$ cat src/design/jrce_pkg.sv
// shared types and constants for the joystick report change event unit
`timescale 1ns / 1ps

package jrce_pkg;

   localparam int PAD_BYTES   = 5;
   localparam int NUM_BUTTONS = 12;
   localparam int REPORT_BYTES = 8;
   localparam int BTN_IDX_W   = (NUM_BUTTONS > 1) ? $clog2(NUM_BUTTONS) : 1;

   localparam logic [7:0]  PAD_RESET = 8'h0D;
   localparam logic [7:0]  HAT_RESET = 8'hDE;
   localparam logic [15:0] BTN_RESET = 16'h0000;

   typedef enum logic [1:0] {
      EV_PAD  = 2'd0,
      EV_HAT  = 2'd1,
      EV_DOWN = 2'd2,
      EV_UP   = 2'd3
   } event_kind_type;

   // controller to datapath
   typedef struct packed {
      logic load;
      logic emit;
   } jrce_cmd_type;

   // datapath to controller
   typedef struct packed {
      logic pending;
      logic final_event;
   } jrce_status_type;

endpackage

$ cat src/design/jrce_ctrl.sv
// controller: report intake, event sequencing and result valid
`timescale 1ns / 1ps

module jrce_ctrl (
   input  logic                     clock,
   input  logic                     reset,
   input  logic                     req_valid,
   output logic                     req_stall,
   output logic                     rsp_valid,
   input  logic                     rsp_stall,
   input  jrce_pkg::jrce_status_type status,
   output jrce_pkg::jrce_cmd_type    cmd
);
   import jrce_pkg::*;

   typedef enum logic {
      ST_IDLE,
      ST_BUSY
   } state_type;

   state_type state_ff;
   logic      rsp_valid_ff;

   assign req_stall = (state_ff != ST_IDLE);
   assign rsp_valid = rsp_valid_ff;

   always_comb begin
      cmd.load = (state_ff == ST_IDLE) && req_valid;
      cmd.emit = (state_ff == ST_BUSY) && status.pending && (!rsp_valid_ff || !rsp_stall);
   end

   always_ff @(posedge clock) begin
      if (reset) begin
         state_ff     <= ST_IDLE;
         rsp_valid_ff <= 1'b0;
      end else begin
         case (state_ff)
            ST_IDLE: begin
               if (req_valid) begin
                  state_ff <= ST_BUSY;
               end
            end
            ST_BUSY: begin
               // a report with no change leaves nothing pending
               if (!status.pending) begin
                  state_ff <= ST_IDLE;
               end else if (cmd.emit && status.final_event) begin
                  state_ff <= ST_IDLE;
               end
            end
            default: begin
               state_ff <= ST_IDLE;
            end
         endcase
         if (cmd.emit) begin
            rsp_valid_ff <= 1'b1;
         end else if (!rsp_stall) begin
            rsp_valid_ff <= 1'b0;
         end
      end
   end

endmodule

$ cat src/design/jrce_dp.sv
// datapath: stored report state, change flags and result registers
`timescale 1ns / 1ps

module jrce_dp (
   input  logic                      clock,
   input  logic                      reset,
   input  jrce_pkg::jrce_cmd_type    cmd,
   output jrce_pkg::jrce_status_type status,
   input  logic [7:0]                req_axis_x,
   input  logic [7:0]                req_axis_y,
   input  logic [7:0]                req_axis_z,
   input  logic [7:0]                req_slider,
   input  logic [7:0]                req_axis_rz,
   input  logic [7:0]                req_hat_byte,
   input  logic [7:0]                req_buttons_low,
   input  logic [7:0]                req_buttons_high,
   output logic [1:0]                rsp_event_kind,
   output logic [7:0]                rsp_out_x,
   output logic [7:0]                rsp_out_y,
   output logic [7:0]                rsp_out_z,
   output logic [7:0]                rsp_out_slider,
   output logic [7:0]                rsp_out_rz,
   output logic [3:0]                rsp_hat_position,
   output logic [3:0]                rsp_button_number,
   output logic                      rsp_last
);
   import jrce_pkg::*;

   function automatic logic [BTN_IDX_W-1:0] lowest_set(input logic [NUM_BUTTONS-1:0] m);
      logic [BTN_IDX_W-1:0] idx;
      idx = '0;
      for (int i = NUM_BUTTONS - 1; i >= 0; i--) begin
         if (m[i]) begin
            idx = BTN_IDX_W'(i);
         end
      end
      return idx;
   endfunction

   logic [7:0]             report [REPORT_BYTES];
   logic [15:0]            buttons;
   logic [3:0]             hat_nibble;
   logic                   pad_differ;

   // stored state of the previous report
   logic [7:0]             prev_pad_ff [PAD_BYTES];
   logic [7:0]             prev_hat_ff;
   logic [15:0]            prev_btn_ff;

   // current report and pending events
   logic [7:0]             cur_x_ff, cur_y_ff, cur_z_ff, cur_slider_ff, cur_rz_ff;
   logic [3:0]             cur_hat_ff;
   logic [NUM_BUTTONS-1:0] cur_btn_ff;
   logic                   pad_pend_ff;
   logic                   hat_pend_ff;
   logic [NUM_BUTTONS-1:0] chg_ff;
   logic [NUM_BUTTONS-1:0] chg_rest;
   logic [BTN_IDX_W-1:0]   btn_idx;

   // result registers
   logic [1:0]             kind_ff;
   logic [7:0]             out_x_ff, out_y_ff, out_z_ff, out_slider_ff, out_rz_ff;
   logic [3:0]             hat_pos_ff;
   logic [3:0]             btn_num_ff;
   logic                   last_ff;

   always_comb begin
      report[0] = req_axis_x;
      report[1] = req_axis_y;
      report[2] = req_axis_z;
      report[3] = req_slider;
      report[4] = req_axis_rz;
      report[5] = req_hat_byte;
      report[6] = req_buttons_low;
      report[7] = req_buttons_high;
      buttons    = {req_buttons_high, req_buttons_low};
      hat_nibble = req_hat_byte[3:0];
      pad_differ = 1'b0;
      for (int i = 0; i < PAD_BYTES; i++) begin
         if (report[i] != prev_pad_ff[i]) begin
            pad_differ = 1'b1;
         end
      end
   end

   always_comb begin
      btn_idx  = lowest_set(chg_ff);
      chg_rest = chg_ff & (chg_ff - NUM_BUTTONS'(1));
      status.pending = pad_pend_ff || hat_pend_ff || (chg_ff != '0);
      if (pad_pend_ff) begin
         status.final_event = !hat_pend_ff && (chg_ff == '0);
      end else if (hat_pend_ff) begin
         status.final_event = (chg_ff == '0);
      end else begin
         status.final_event = (chg_rest == '0);
      end
   end

   always_ff @(posedge clock) begin
      if (reset) begin
         for (int i = 0; i < PAD_BYTES; i++) begin
            prev_pad_ff[i] <= PAD_RESET;
         end
         prev_hat_ff <= HAT_RESET;
         prev_btn_ff <= BTN_RESET;
         pad_pend_ff <= 1'b0;
         hat_pend_ff <= 1'b0;
         chg_ff      <= '0;
      end else if (cmd.load) begin
         // pad bytes are kept only when they changed
         if (pad_differ) begin
            for (int i = 0; i < PAD_BYTES; i++) begin
               prev_pad_ff[i] <= report[i];
            end
         end
         prev_hat_ff <= {4'd0, hat_nibble};
         prev_btn_ff <= buttons;
         pad_pend_ff <= pad_differ;
         hat_pend_ff <= ({4'd0, hat_nibble} != prev_hat_ff);
         chg_ff      <= NUM_BUTTONS'(buttons ^ prev_btn_ff);
      end else if (cmd.emit) begin
         if (pad_pend_ff) begin
            pad_pend_ff <= 1'b0;
         end else if (hat_pend_ff) begin
            hat_pend_ff <= 1'b0;
         end else begin
            chg_ff <= chg_rest;
         end
      end
   end

   always_ff @(posedge clock) begin
      if (cmd.load) begin
         cur_x_ff      <= req_axis_x;
         cur_y_ff      <= req_axis_y;
         cur_z_ff      <= req_axis_z;
         cur_slider_ff <= req_slider;
         cur_rz_ff     <= req_axis_rz;
         cur_hat_ff    <= hat_nibble;
         cur_btn_ff    <= NUM_BUTTONS'(buttons);
      end
      if (cmd.emit) begin
         out_x_ff      <= cur_x_ff;
         out_y_ff      <= cur_y_ff;
         out_z_ff      <= cur_z_ff;
         out_slider_ff <= cur_slider_ff;
         out_rz_ff     <= cur_rz_ff;
         last_ff       <= status.final_event;
         if (pad_pend_ff) begin
            kind_ff    <= EV_PAD;
            hat_pos_ff <= 4'd0;
            btn_num_ff <= 4'd0;
         end else if (hat_pend_ff) begin
            kind_ff    <= EV_HAT;
            hat_pos_ff <= cur_hat_ff;
            btn_num_ff <= 4'd0;
         end else begin
            kind_ff    <= cur_btn_ff[btn_idx] ? EV_DOWN : EV_UP;
            hat_pos_ff <= 4'd0;
            btn_num_ff <= 4'(btn_idx) + 4'd1;
         end
      end
   end

   assign rsp_event_kind    = kind_ff;
   assign rsp_out_x         = out_x_ff;
   assign rsp_out_y         = out_y_ff;
   assign rsp_out_z         = out_z_ff;
   assign rsp_out_slider    = out_slider_ff;
   assign rsp_out_rz        = out_rz_ff;
   assign rsp_hat_position  = hat_pos_ff;
   assign rsp_button_number = btn_num_ff;
   assign rsp_last          = last_ff;

endmodule

$ cat src/design/joystick_report_change_events_unit.sv
// Joystick report change event unit: takes one 8-byte report per transfer and
// emits a pad event if the pad bytes changed, a hat event if the hat nibble
// changed and one event per changed button of the low 12, in that order,
// comparing against the previously stored report. The report is registered,
// then the sequencer sends one event per cycle from the output register while
// the result side does not stall; the next report is taken once the final event
// has been loaded into the output register. rsp_last marks the final event.
`timescale 1ns / 1ps

module joystick_report_change_events_unit (
   input  logic       clock,
   input  logic       reset,
   input  logic       req_valid,
   output logic       req_stall,
   input  logic [7:0] req_axis_x,
   input  logic [7:0] req_axis_y,
   input  logic [7:0] req_axis_z,
   input  logic [7:0] req_slider,
   input  logic [7:0] req_axis_rz,
   input  logic [7:0] req_hat_byte,
   input  logic [7:0] req_buttons_low,
   input  logic [7:0] req_buttons_high,
   output logic       rsp_valid,
   input  logic       rsp_stall,
   output logic [1:0] rsp_event_kind,
   output logic [7:0] rsp_out_x,
   output logic [7:0] rsp_out_y,
   output logic [7:0] rsp_out_z,
   output logic [7:0] rsp_out_slider,
   output logic [7:0] rsp_out_rz,
   output logic [3:0] rsp_hat_position,
   output logic [3:0] rsp_button_number,
   output logic       rsp_last
);
   import jrce_pkg::*;

   jrce_cmd_type    cmd;
   jrce_status_type status;

   jrce_ctrl u_ctrl (
      .clock     (clock),
      .reset     (reset),
      .req_valid (req_valid),
      .req_stall (req_stall),
      .rsp_valid (rsp_valid),
      .rsp_stall (rsp_stall),
      .status    (status),
      .cmd       (cmd)
   );

   jrce_dp u_dp (
      .clock             (clock),
      .reset             (reset),
      .cmd               (cmd),
      .status            (status),
      .req_axis_x        (req_axis_x),
      .req_axis_y        (req_axis_y),
      .req_axis_z        (req_axis_z),
      .req_slider        (req_slider),
      .req_axis_rz       (req_axis_rz),
      .req_hat_byte      (req_hat_byte),
      .req_buttons_low   (req_buttons_low),
      .req_buttons_high  (req_buttons_high),
      .rsp_event_kind    (rsp_event_kind),
      .rsp_out_x         (rsp_out_x),
      .rsp_out_y         (rsp_out_y),
      .rsp_out_z         (rsp_out_z),
      .rsp_out_slider    (rsp_out_slider),
      .rsp_out_rz        (rsp_out_rz),
      .rsp_hat_position  (rsp_hat_position),
      .rsp_button_number (rsp_button_number),
      .rsp_last          (rsp_last)
   );

endmodule
$ cat config.mk
export PLATFORM = sky130hd
export DESIGN_NAME = joystick_report_change_events_unit
export DESIGN_NICKNAME = d
export VERILOG_FILES = /design/src/design/jrce_pkg.sv /design/src/design/jrce_ctrl.sv /design/src/design/jrce_dp.sv /design/src/design/joystick_report_change_events_unit.sv
export SDC_FILE = /design/constraint.sdc
export NUM_CORES = 1
export LEC_CHECK = 0
export BUFFER_PORTS_ARGS = -buffer_cell sky130_fd_sc_hd__buf_2
export CAP_MARGIN = 10
export CORE_ASPECT_RATIO = 0.5
export CORE_MARGIN = 3
export CORE_UTILIZATION = 50
export DETAILED_ROUTE_END_ITERATION = 8
export PLACE_DENSITY = 0.75
export REMOVE_ABC_BUFFERS = 1
export SYNTH_ARGS = -nofsm -noshare
export SYNTH_HDL_FRONTEND = slang
export SYNTH_SLANG_ARGS = --single-unit
$ cat constraint.sdc
create_clock -name clock -period 3.8 [get_ports clock]
set_input_delay 0.95 -clock clock [delete_from_list [all_inputs] [get_ports clock]]
set_output_delay 0.95 -clock clock [all_outputs]
set_load 0.05 [all_outputs]
==> summary.txt <==
Logic synthesis
  – Sequential-to-total area share from yosys stat: 0.722
  – Syn Area/Cell: 14.0 um2
  – Cell Area, Synth: 0.00703 mm2
  – Synth unique cells: 45
  – Syn Inst Count: 501
  – YS warnings: 0
  – #FFs+latches synth: 180

Setup path
  – Slowest-stage cell, CP: nor4_1
  – CP Data Arrival Time: 2.84 ns
  – CP required: 3.97 ns
  – Crit-path max FO: 24
  – CP Cell Sequence: buf_2, xnor2_1, nand4_1, nor4_1, nand3_1, o21ai_1, buf_4, nand2b_2, buf_12
  – Cell count of the worst reg-to-reg path: 7
  – Largest stage delay on the critical path: 0.32 ns
  – Crit start category: input pin
  – Critical setup path kind: input pin to flop
  – Crit end category: flop

Power
  – Gate power share: 0.195
  – Psw: 1.61 mW
  – Switch share: 0.311
  – Int Pwr: 3.56 mW
  – Reg power frac: 0.484
  – Tot Pwr: 5.17 mW
  – P_leak: 3.13 nW
  – Maximum VDD drop: 300 uV
  – PwrDens: 617 mW/mm2
  – Clk network pwr share: 0.321

Routing
  – Routed wire per std cell: 15.9 um
  – DRT iter0 DRCs: 239
  – Routed WL: 13.0 mm
  – Drt drc: 0
  – First drt pass iteration count: 4
  – DRT antenna net count: 0
  – Total number of vias: 4,172
  – Avg Vias per Cell: 5.09

GRT
  – Overflow after GRT: 0
  – Total GRT Usage: 0.172
  – Met3 GRT Util: 0.0366
  – Largest net degree at the start of global routing: 93
  – First-pass GRT wire length: 21.1 mm
  – Number of global-route vias before repair: 4,067
  – Top Usage Layer GRT: met2
  – Initial antenna violation count: 0
  – GR Util met2: 0.280
  – GRT met1 Usage: 0.227

Timing
  – Setup ws final: 1.12 ns
  – Fmax: 374 MHz
  – Final Max Tran Viols: 0
  – RSZ-0062 raised after global routing: false
  – Final hold viol count: 0
  – Relative slew slack: 0.533
  – Final Critical Period: 2.68 ns
  – Final worst-path cycle share: 0.704
  – Setup tns final: 0 ns
  – Setup Skew: 0.0111 ns
  – Slew of the pin with the lowest slew margin: 0.700 ns
  – Final setup fails: 0

Clock network
  – TritonCTS buffer count: 17
  – CTS Hold Bufs: 0
  – Worst-path clk slew: 0.07 ns
  – Post-CTS sizing: 0
  – Clock Path Buffers: 2
  – Post-CTS setup buffers: 0
  – TritonCTS clock tree: done
  – CTS H-tree lvls: 4
  – Clk root buf: clkbuf_16
  – Clock sinks: 180
  – Clk_lat worst skew: 0.42 ns

Layout
  – Layout area overhead: 19.4%
  – Nets: 690
  – Commonest non-fill, non-tap cell in the layout: edfxtp_1
  – Most frequent cells in the layout: edfxtp_1 (147), buf_2 (112), nand2_1 (50)
  – Fin util: 0.637
  – Share of cells above drive strength 1: 0.256
  – Ant. Diodes: 0
  – Fill cells: 989

Die
  – Die area: 0.0156 mm2
  – Row cnt: 29
  – Initial core utilization: 0.533
  – Die width: 174 um
  – Core ar.: 0.0132 mm2
  – Top Ports: 121
  – Die H: 89.8 um

Placement
  – IO buf count: 112
  – Gpl congestion: 0.891
  – Setup slack at placement: 0.654 ns
  – Post-detail-place hpwl: 8.66 mm

Run status
  – Status: finished, final reports clean

Run
  – Max Cap Violations: 0

Worst hold path
  – Worst Hold Class: flop to flop
  – Hold depth: 0
-- path summary, 6_finish.rpt --
kind                                  startpoint                       to  slack, ns
worst min register to register  u_dp.cur_y_ff[0]        u_dp.rsp_out_y[0]       0.41
worst max register to register    u_dp.chg_ff[4]   u_dp.rsp_event_kind[0]       1.21
worst min-delay path            u_dp.cur_y_ff[0]        u_dp.rsp_out_y[0]       0.41
worst max-delay path              req_axis_rz[4]  u_dp.prev_pad_ff[0][28]       1.12
-- critical path: cells and delay by family --
kind | cells | cell delay (ns)
buffers and inverters | 3 | 0.59
XOR/XNOR | 1 | 0.17
AND/OR/NAND/NOR | 4 | 0.87
AO/OA/AOI/OAI | 1 | 0.24
-- area by class of cell --
| type | instances | area [um2] | area share |
|---|---|---|---|
| sequential | 180 | 5070 | 0.605 |
| multi-input combinational | 296 | 1850 | 0.220 |
| timing repair buffer | 120 | 646 | 0.0769 |
| clock buffer | 18 | 429 | 0.0511 |
| tap | 186 | 233 | 0.0277 |
| clock inverter | 14 | 135 | 0.0161 |
| inverter | 6 | 23.8 | 0.00283 |
-- sequential cells by signal, indices dropped and copies added (netlist names), 2 cells and up --
register                cells
u_dp.cur_y_ff               8
u_dp.cur_rz_ff              8
u_dp.chg_ff                12
u_dp.cur_btn_ff            12
u_dp.rsp_hat_position       4
u_dp.rsp_out_x              8
u_dp.rsp_out_slider         8
u_dp.rsp_out_rz             8
u_dp.rsp_event_kind         2
u_dp.rsp_out_z              8
u_dp.prev_btn_ff           12
u_dp.rsp_out_y              8
u_dp.prev_pad_ff           40
u_dp.prev_hat_ff            5
u_dp.cur_z_ff               8
u_dp.cur_slider_ff          8
u_dp.cur_x_ff               8
u_dp.cur_hat_ff             4
u_dp.rsp_button_number      4
-- kinds of logic (layout without fill, tap and decap cells) --
| group | count (synthesis) | in the layout | synth area share |
|---|---|---|---|
| adders and majority gates | 2 | 2 | 0.00320 |
| xor gates and xnor gates | 58 | 58 | 0.0723 |
| buffers and inverters | 25 | 158 | 0.0150 |
| muxes | 2 | 2 | 0.00285 |
| and+or+nand+nor | 162 | 162 | 0.119 |
| DFF | 180 | 180 | 0.722 |
| AOI/OAI and AO/OA | 72 | 72 | 0.0652 |
-- metrics by stage --
step / area [um2] / hold WS (ns) / instances
after floorplan: 6940 / 0.400 / 482
after global placement: 7830 / 0.400 / 788
final: 8390 / 0.413 / 820
after CTS: 8390 / 0.416 / 820
after detailed placement: 7830 / 0.405 / 788
after global routing: 8390 / 0.418 / 820
-- Yosys cell counts (all sizes together) --
| cell | n | area share |
|---|---|---|
| and2 | 30 | 0.027 |
| o211ai | 1 | 0.0011 |
| nand3b | 3 | 0.0032 |
| mux2i | 2 | 0.0028 |
| ha | 1 | 0.0018 |
| nor2 | 23 | 0.012 |
| a311oi | 1 | 0.0021 |
| nand3 | 5 | 0.0043 |
| nor4 | 8 | 0.0093 |
| o22ai | 1 | 0.00089 |
| a22oi | 1 | 0.0011 |
| o31ai | 2 | 0.0041 |
| nand2 | 50 | 0.027 |
| a21oi | 39 | 0.029 |
| clkbuf | 17 | 0.0091 |
| nor2b | 4 | 0.0036 |
| a31oi | 2 | 0.0018 |
| a221oi | 3 | 0.0037 |
| a21o | 1 | 0.0011 |
| nor3 | 10 | 0.0071 |
| dfxtp | 33 | 0.094 |
| maj3 | 1 | 0.0014 |
| o311ai | 5 | 0.0062 |
| inv | 6 | 0.0032 |
| xnor2 | 18 | 0.022 |
| edfxtp | 147 | 0.63 |
| or2 | 3 | 0.0027 |
| o21ai | 11 | 0.0078 |
| o41ai | 1 | 0.0012 |
| buf | 2 | 0.0027 |
| a211o | 2 | 0.0025 |
| nand2b | 5 | 0.0048 |
| a211oi | 1 | 0.0011 |
| o21bai | 1 | 0.0011 |
| xor2 | 40 | 0.050 |
| or3 | 16 | 0.014 |
| nand4 | 5 | 0.0045 |
-- power by group through the flow --
stage / Sequential (mW) / Clock, mW / Combinational, mW
finish: 2.51 / 1.66 / 1.01
detailed placement: 2.55 / 0 / 1.02
global route: 2.53 / 1.78 / 1.09
global placement: 2.54 / 0 / 1.00
CTS: 2.51 / 1.70 / 1.02
floorplan: 2.85 / 0 / 0.418
-- layer usage --
layer,share of wire,wire length (um),vias up
met5,0,0,-
met4,0.016,207,0
met3,0.049,631,17
met2,0.50,6440,98
met1,0.44,5720,2002
li1,-,-,2055
No activity file was read; power rests on OpenSTA's default activity.
